<file path="config.mk">
export PLATFORM = sky130hd
export DESIGN_NAME = depth_autorange_jet_colour_core
export DESIGN_NICKNAME = d
export VERILOG_FILES = /design/src/rtl/dajc_pkg.sv /design/src/rtl/depth_autorange_jet_colour_core.sv
export VERILOG_INCLUDE_DIRS = /design/src /design/src/rtl
export SDC_FILE = /design/constraint.sdc
export NUM_CORES = 1
export LEC_CHECK = 0
export ABC_CLOCK_PERIOD_IN_PS = 17200
export BUFFER_PORTS_ARGS = -buffer_cell sky130_fd_sc_hd__buf_2
export CORE_MARGIN = 8
export CORE_UTILIZATION = 30
export CTS_CLUSTER_DIAMETER = 40
export CTS_CLUSTER_SIZE = 10
export DETAILED_ROUTE_END_ITERATION = 10
export PLACE_DENSITY = 0.53
export SETUP_SLACK_MARGIN = 0.15
export SLEW_MARGIN = 20
export SYNTH_ARGS = -nofsm -noshare
export SYNTH_HDL_FRONTEND = slang
export SYNTH_SLANG_ARGS = --single-unit
</file>
<file path="constraint.sdc">
create_clock -name clk_i -period 17.2 [get_ports clk_i]
set_input_delay 1.72 -clock clk_i [delete_from_list [all_inputs] [get_ports clk_i]]
set_output_delay 1.72 -clock clk_i [all_outputs]
set_load 0.01 [all_outputs]
</file>
<file path="src/rtl/depth_autorange_jet_colour_core_macros.svh">
// ----------------------------------------------------------------------------
// Assertion macros for the depth auto-range jet colouring core
// Clocked on clk_i, disabled while rst_ni is low.
// ----------------------------------------------------------------------------
`ifndef DEPTH_AUTORANGE_JET_COLOUR_CORE_MACROS_SVH
`define DEPTH_AUTORANGE_JET_COLOUR_CORE_MACROS_SVH

// Check that cond implies prop in the same cycle
`define DAJC_ASSERT_IMPL(lbl, cond, prop, msg) \
  lbl: assert property (@(posedge clk_i) disable iff (!rst_ni) (cond) |-> (prop)) \
    else $error(msg);

// Check that cond implies prop in the next cycle
`define DAJC_ASSERT_NEXT(lbl, cond, prop, msg) \
  lbl: assert property (@(posedge clk_i) disable iff (!rst_ni) (cond) |=> (prop)) \
    else $error(msg);

`endif

</file>
<file path="src/rtl/dajc_pkg.sv">
// ----------------------------------------------------------------------------
// Depth auto-range jet colouring package
// Sequencer states, channel codes and default parameters.
// ----------------------------------------------------------------------------
`default_nettype none

package dajc_pkg;

  // Default saturation level of the valid-pixel count
  localparam int unsigned MAX_PIXELS_DEF = 32768;

  // Width of depth samples and statistics
  localparam int unsigned DEPTH_W = 16;

  // Operation codes of a request
  localparam logic OP_MEASURE = 1'b0;
  localparam logic OP_COLOUR  = 1'b1;

  // Channel centers, k in clamp(1.5 - |4u - k|, 0, 1)
  localparam logic [1:0] CHAN_RED   = 2'd3;
  localparam logic [1:0] CHAN_GREEN = 2'd2;
  localparam logic [1:0] CHAN_BLUE  = 2'd1;

  // Sequencer states
  typedef enum logic [2:0] {
    ST_IDLE,
    ST_PREP,
    ST_DIV,
    ST_CHAN,
    ST_WRITE
  } state_e;

endpackage

`default_nettype wire

</file>
<file path="src/rtl/depth_autorange_jet_colour_core.sv">
// ----------------------------------------------------------------------------
// Depth auto-range jet colouring core
// Gathers per-frame depth statistics and maps depths onto a jet palette.
// ----------------------------------------------------------------------------
// Usage:
//   Input channel (in_valid_i / in_stall_o) takes one request: op_i, depth_value_i
//   and first_i. A measure request folds a nonzero depth into the running
//   minimum, maximum and saturating count; first_i restarts them. A colour
//   request normalizes the depth against the gathered range and returns RGB.
//   Output channel (out_valid_o / out_stall_i) returns one result per request
//   with the colour and the current range and count.
//   Sequence: a measure request passes from acceptance through the preparation
//   and write states to the output register; a colour request passes through
//   preparation, the restoring divider (one quotient bit a cycle), the shared
//   channel unit (red, green, then blue) and the write state. Black colour
//   requests go from preparation straight to write, and a depth at or above the
//   maximum skips the divider. in_stall_o is high until the result is written,
//   so a new request is taken in the cycle after the write.
//   A finished request waits in the write state while out_stall_i holds a
//   result in the output register. Reset clears the statistics (minimum
//   65535, maximum 0, count 0) and the output valid.
// ----------------------------------------------------------------------------
`default_nettype none

`include "depth_autorange_jet_colour_core_macros.svh"

module depth_autorange_jet_colour_core
  import dajc_pkg::*;
#(
  parameter int unsigned MaxPixels = MAX_PIXELS_DEF
) (
  input  wire logic               clk_i,
  input  wire logic               rst_ni,
  input  wire logic               in_valid_i,
  output logic                    in_stall_o,
  input  wire logic               op_i,
  input  wire logic [DEPTH_W-1:0] depth_value_i,
  input  wire logic               first_i,
  output logic                    out_valid_o,
  input  wire logic               out_stall_i,
  output logic [7:0]              red_o,
  output logic [7:0]              green_o,
  output logic [7:0]              blue_o,
  output logic [DEPTH_W-1:0]      range_low_o,
  output logic [DEPTH_W-1:0]      range_high_o,
  output logic [DEPTH_W-1:0]      valid_pixels_o
);

  localparam int unsigned CapInt = (MaxPixels < 65535) ? MaxPixels : 65535;
  localparam logic [DEPTH_W-1:0] CountCap = DEPTH_W'(CapInt);

  // Map u in unsigned Q1.16 onto one channel byte
  function automatic logic [7:0] chan_byte(input logic [16:0] u, input logic [1:0] k);
    logic [18:0] four_u;
    logic [18:0] centre;
    logic [18:0] delta;
    logic [16:0] v;
    logic [24:0] prod;
    four_u = {u, 2'b00};
    centre = {1'b0, k, 16'h0000};
    delta  = (four_u >= centre) ? (four_u - centre) : (centre - four_u);
    if (delta >= 19'd98304) begin
      v = 17'd0;
    end else begin
      v = 17'(19'd98304 - delta);
    end
    if (v > 17'd65536) begin
      v = 17'd65536;
    end
    prod = ({8'd0, v} << 8) - {8'd0, v} + 25'd32768;
    return prod[23:16];
  endfunction

  state_e state_q, state_d;

  logic               accept;
  logic               out_free;
  logic               op_q;
  logic               first_q;
  logic [DEPTH_W-1:0] depth_q;
  logic [DEPTH_W-1:0] min_q;
  logic [DEPTH_W-1:0] max_q;
  logic [DEPTH_W-1:0] count_q;
  logic [DEPTH_W-1:0] span_q;
  logic [DEPTH_W-1:0] rem_q;
  logic [DEPTH_W-1:0] quo_q;
  logic [16:0]        u_q;
  logic [3:0]         div_cnt_q;
  logic [1:0]         chan_q;
  logic [7:0]         red_q;
  logic [7:0]         green_q;
  logic [7:0]         blue_q;

  // Statistics after a measure request
  logic [DEPTH_W-1:0] base_min;
  logic [DEPTH_W-1:0] base_max;
  logic [DEPTH_W-1:0] base_count;
  logic [DEPTH_W-1:0] meas_min;
  logic [DEPTH_W-1:0] meas_max;
  logic [DEPTH_W-1:0] meas_count;

  // Colour preparation
  logic               colour_ok;
  logic               full_scale;
  logic [DEPTH_W-1:0] span_c;
  logic [DEPTH_W-1:0] dist_c;

  // Divider step
  logic [DEPTH_W:0]   rem_shift;
  logic               rem_ge;
  logic [DEPTH_W-1:0] rem_next;
  logic [DEPTH_W-1:0] quo_next;
  logic [7:0]         chan_val;

  assign accept   = in_valid_i && !in_stall_o;
  assign out_free = !out_valid_o || !out_stall_i;

  // Fold one depth into the statistics
  always_comb begin
    base_min   = first_q ? {DEPTH_W{1'b1}} : min_q;
    base_max   = first_q ? '0 : max_q;
    base_count = first_q ? '0 : count_q;
    meas_min   = base_min;
    meas_max   = base_max;
    meas_count = base_count;
    if (depth_q != '0) begin
      if (depth_q < base_min) begin
        meas_min = depth_q;
      end
      if (depth_q > base_max) begin
        meas_max = depth_q;
      end
      if (base_count < CountCap) begin
        meas_count = base_count + DEPTH_W'(1);
      end
    end
  end

  // Clamp the depth into the range
  always_comb begin
    colour_ok = (depth_q != '0) && (count_q != '0) && (max_q > min_q);
    span_c    = max_q - min_q;
    if (depth_q <= min_q) begin
      dist_c = '0;
    end else if (depth_q >= max_q) begin
      dist_c = span_c;
    end else begin
      dist_c = depth_q - min_q;
    end
    full_scale = (dist_c == span_c);
  end

  // Restoring divider step and channel unit
  assign rem_shift = {rem_q, 1'b0};
  assign rem_ge    = (rem_shift >= {1'b0, span_q});
  assign rem_next  = rem_ge ? DEPTH_W'(rem_shift - {1'b0, span_q}) : rem_shift[DEPTH_W-1:0];
  assign quo_next  = {quo_q[DEPTH_W-2:0], rem_ge};
  assign chan_val  = chan_byte(u_q, chan_q);

  // Sequencer state register
  always_ff @(posedge clk_i or negedge rst_ni) begin
    if (!rst_ni) begin
      state_q <= ST_IDLE;
    end else begin
      state_q <= state_d;
    end
  end

  // Next state and handshake
  always_comb begin
    state_d    = state_q;
    in_stall_o = 1'b1;
    unique case (state_q)
      ST_IDLE: begin
        in_stall_o = 1'b0;
        if (accept) begin
          state_d = ST_PREP;
        end
      end
      ST_PREP: begin
        priority if (op_q == OP_MEASURE || !colour_ok) begin
          state_d = ST_WRITE;
        end else if (full_scale) begin
          state_d = ST_CHAN;
        end else begin
          state_d = ST_DIV;
        end
      end
      ST_DIV: begin
        if (div_cnt_q == 4'hF) begin
          state_d = ST_CHAN;
        end
      end
      ST_CHAN: begin
        if (chan_q == CHAN_BLUE) begin
          state_d = ST_WRITE;
        end
      end
      ST_WRITE: begin
        if (out_free) begin
          state_d = ST_IDLE;
        end
      end
      default: begin
        state_d = ST_IDLE;
      end
    endcase
  end

  // Capture the request
  always_ff @(posedge clk_i) begin
    if (accept) begin
      op_q    <= op_i;
      depth_q <= depth_value_i;
      first_q <= first_i;
    end
  end

  // Update statistics on measure
  always_ff @(posedge clk_i or negedge rst_ni) begin
    if (!rst_ni) begin
      min_q   <= {DEPTH_W{1'b1}};
      max_q   <= '0;
      count_q <= '0;
    end else if (state_q == ST_PREP && op_q == OP_MEASURE) begin
      min_q   <= meas_min;
      max_q   <= meas_max;
      count_q <= meas_count;
    end
  end

  // Run the divider and the channel unit
  always_ff @(posedge clk_i) begin
    unique case (state_q)
      ST_PREP: begin
        red_q     <= '0;
        green_q   <= '0;
        blue_q    <= '0;
        span_q    <= span_c;
        rem_q     <= dist_c;
        quo_q     <= '0;
        div_cnt_q <= '0;
        chan_q    <= CHAN_RED;
        u_q       <= '0;
      end
      ST_DIV: begin
        rem_q     <= rem_next;
        quo_q     <= quo_next;
        div_cnt_q <= div_cnt_q + 4'd1;
        u_q       <= 17'h10000 - {1'b0, quo_next};
      end
      ST_CHAN: begin
        unique case (chan_q)
          CHAN_RED:   red_q   <= chan_val;
          CHAN_GREEN: green_q <= chan_val;
          default:    blue_q  <= chan_val;
        endcase
        chan_q <= chan_q - 2'd1;
      end
      default: begin
      end
    endcase
  end

  // Output register valid: set on write, drop when taken
  always_ff @(posedge clk_i or negedge rst_ni) begin
    if (!rst_ni) begin
      out_valid_o <= 1'b0;
    end else if (state_q == ST_WRITE && out_free) begin
      out_valid_o <= 1'b1;
    end else if (!out_stall_i) begin
      out_valid_o <= 1'b0;
    end
  end

  // Output register payload
  always_ff @(posedge clk_i) begin
    if (state_q == ST_WRITE && out_free) begin
      red_o          <= red_q;
      green_o        <= green_q;
      blue_o         <= blue_q;
      range_low_o    <= (count_q != '0) ? min_q : '0;
      range_high_o   <= (count_q != '0) ? max_q : '0;
      valid_pixels_o <= count_q;
    end
  end

  // Checks on the statistics, the divider and the input handshake
  `DAJC_ASSERT_IMPL(a_count_cap, 1'b1, count_q <= CountCap, "valid count above cap")
  `DAJC_ASSERT_IMPL(a_range_order, count_q != '0, min_q <= max_q, "minimum above maximum")
  `DAJC_ASSERT_IMPL(a_div_rem, state_q == ST_DIV, rem_q < span_q, "divider remainder not below span")
  `DAJC_ASSERT_NEXT(a_busy_stall, state_q != ST_IDLE, in_stall_o || state_q == ST_IDLE,
                    "request accepted while busy")

endmodule

`default_nettype wire

</file>
==> impl_metrics.csv <==
group,metric,value,unit
setup_path,cp.required,17.55,ns
layout,area_growth,17.9,%
yosys,synth_compound_area_share,16.5,%
setup_path,worst_setup_path_end_kind,"register",
yosys,synthAdderAreaFrac,11.0,%
global_route,grt-ovfl-total,0,
yosys,synth_edf_count,183,
floorplanning,num_rows,81,
timing,drv_slew,0,
yosys,synth_top_area_share,36.8,%
yosys,synth_top_cell_by_area,"edfxtp_1",
yosys,synth_flop_cell,"edfxtp_1",
placed_design,place.gp.congestion,0.892,
yosys,synth-xor-area-share,5.10,%
global_route,antenna_found_initial,0,
setup_path,critical_path_class,"reg -> reg",
setup_path,path_max_fanout,10,
setup_path,crit_arrival,7.38,ns
cts,clkSinkCount,235,
routing,avgRoutedWirePerCell,17.6,um
yosys,synth-simple-area-share,16.9,%
timing,fin_skew,0.0301,ns
floorplanning,num_io_pins,96,
routing,dr_total_vias,11702,
timing,min_period,7.03,ns
setup_path,start_kind,"register",
layout,drive_gt1_share,13.8,%
routing,drc,0,
yosys,syn_area_per_cell,10.2,sq um
routing,drt-total-wl,39800,um
floorplanning,initial_core_util,30.5,%
timing,slew_headroom,25.3,%
cts,clock_path_buffers,3,
setup_path,cp_top_family,"simple AND/OR/NAND/NOR gates",
yosys,synth_seq_area_share,45.6,%
floorplanning,dieHeight,239,um
layout,layout_commonest_cell,"edfxtp_1",
setup_path,worst_path_largest_cell_delay,0.55,ns
global_route,grt_pass1_wl,64400,um
placed_design,dp_hpwl,29700,um
layout,register_area,6820,sq um
timing,setup_viol,0,
layout,fin_nets,1717,
yosys,synth_seq_cells,235,
cts,root_buffer,"clkbuf_16",
setup_path,cp_num_buf_inv,1,
global_route,first_global_vias,11734,
layout,antenna-diode-count,0,
timing,setup_tns,0,ns
placed_design,io_buffers,95,
timing,worst_pin_slew,1.12,ns
min_path,hold_path_class,"reg -> reg",
routing,drt_iter0_drc,947,
layout,multi_input_area,7580,sq um
cts,cts_buffers,42,
yosys,netlist_area,14900,sq um
global_route,grt_max_degree,58,
job,maxCapViolations,0,
floorplanning,fp.dieW,239,um
cts,insertion_delay,0.55,ns
timing,finalHoldViolations,0,
yosys,syn_inst,1461,
yosys,yosys_warnings,0,
floorplanning,dieArea,57200,sq um
layout,final_cell_mix,"edfxtp_1 (183), ha_1 (125), nor2_1 (108)",
routing,via_per_inst,5.18,
routing,final_antenna_net_count,0,
cts,cts_hold_buffers,0,
timing,finalCritPeriodShare,40.9,%
cts,clk_pin_slew_worst_paths,0.05,ns
layout,fillers,4956,
yosys,synth_area_leaders,"edfxtp_1 (37%), ha_1 (10%), dfrtp_1 (6.0%)",
cts,cts_tree,"done",
global_route,gr-usage-all-layers,13.8,%
yosys,ys_types,83,
timing,rsz0062_at_grt,"no",
timing,max_freq,0.142,GHz
setup_path,crit_slowest_cell,"edfxtp_1",
yosys,synth_mux_area_share,0.946,%
status,status,"completed",
yosys,synth_top_family_by_area,"simple AND/OR/NAND/NOR gates",
routing,firstDrtPassIters,5,
cts,cts_resized,0,
layout,fin_util,35.9,%
floorplanning,core,49100,sq um
yosys,synthArstFlopShare,22.1,%
cts,post_cts_buffers,0,
setup_path,crit_path_frequent_cell,"ha_1",
cts,h-tree-depth,2,
yosys,syn_nets,1612,
[Yosys cell counts, types with 5 or more instances]
library cell and instances:
nand2_1 102, a211oi_1 12, inv_1 104, o211ai_1 8
nor3b_1 9, nor4_1 25, dfstp_2 16, nand4_1 24
a22o_1 19, nor2_1 109, edfxtp_1 183, o21a_1 16
dfrtp_1 36, o31ai_1 15, nand2b_1 13, o22ai_1 17
or2_2 7, and2_1 52, o2111ai_1 5, a21o_1 28
o21bai_1 7, nor3_1 35, and3_1 12, ha_1 125
or3_1 15, or4_1 5, o21ai_0 66, clkbuf_1 40
a21oi_1 84, mux2i_1 13, nor2b_1 18, o22a_1 16
xor2_1 30, a2111oi_0 5, xnor2_1 57, nand3_1 35
a31oi_1 11
[registers in the layout, summed over array words and instances (netlist names), 14 cells and up]
register	flops
u_q	17
span_q	16
range_high_o	16
range_low_o	16
rem_q	16
depth_q	16
count_q	16
max_q	16
valid_pixels_o	16
min_q	16
quo_q	14
[path summary, 6_finish.rpt]
kind,startpoint,endpoint,slack (ns),cells after the start
max,u_q[0],green_q[5],10.17,25
min,green_q[0],green_o[0],0.41,0
max reg2reg,u_q[0],green_q[5],10.17,25
min reg2reg,green_q[0],green_o[0],0.41,0
max in group asynchronous,rst_ni,out_valid_o,15.40,2
min in group asynchronous,rst_ni,max_q[10],1.29,2
[layer usage]
layer	vias to the layer above	GRT usage [%]	part of all wire, %
met4	0	3.83	2.3
li1	5641	-	-
met5	-	0	0
met2	297	21.3	44
met3	72	3.27	6.1
met1	5692	19.2	48
[worst reg2reg max path, delay by kind of cell, from the launching register on]
family | cells | cell delay [ns]
flip-flops | 1 | 0.55
adder cells (fa/ha/maj) | 3 | 0.84
buffers and inverters | 1 | 0.27
AND/OR/NAND/NOR | 12 | 3.33
multiplexers | 1 | 0.29
AO/OA/AOI/OAI | 8 | 1.54
[through the flow]
stage                     cell area (sq um)  std cells  worst slack (ns)  hold slack, ns
after floorplan                       14900       1461             11.26           0.400
after global placement                16200       2186             10.43           0.406
after detailed placement              16200       2186             10.25           0.405
after CTS                             17600       2261             10.21           0.418
after global routing                  17600       2261              9.55           0.424
final                                 17600       2261             10.17           0.413
[cells by family (layout without fill, tap and decap cells)]
logic type,after synthesis,count (layout)
simple gates,485,485
fa+ha+maj,129,129
buf+inv,152,288
mux,14,14
compound gates,359,359
flops,235,235
xor+xnor,87,87
[final cells by class]
| type | instances | area share (%) |
|---|---|---|
| Clock inverter | 24 | 1.83 |
| Multi-Input combinational cell | 1074 | 43.0 |
| Sequential cell | 235 | 38.7 |
| Tap cell | 664 | 4.72 |
| Inverter | 104 | 2.22 |
| Timing Repair Buffer | 109 | 3.30 |
| Clock buffer | 51 | 6.22 |
Power is left out: the tool's default activity adds up to more than one toggle a clock period on the data nets, which glitch-free logic cannot reach.
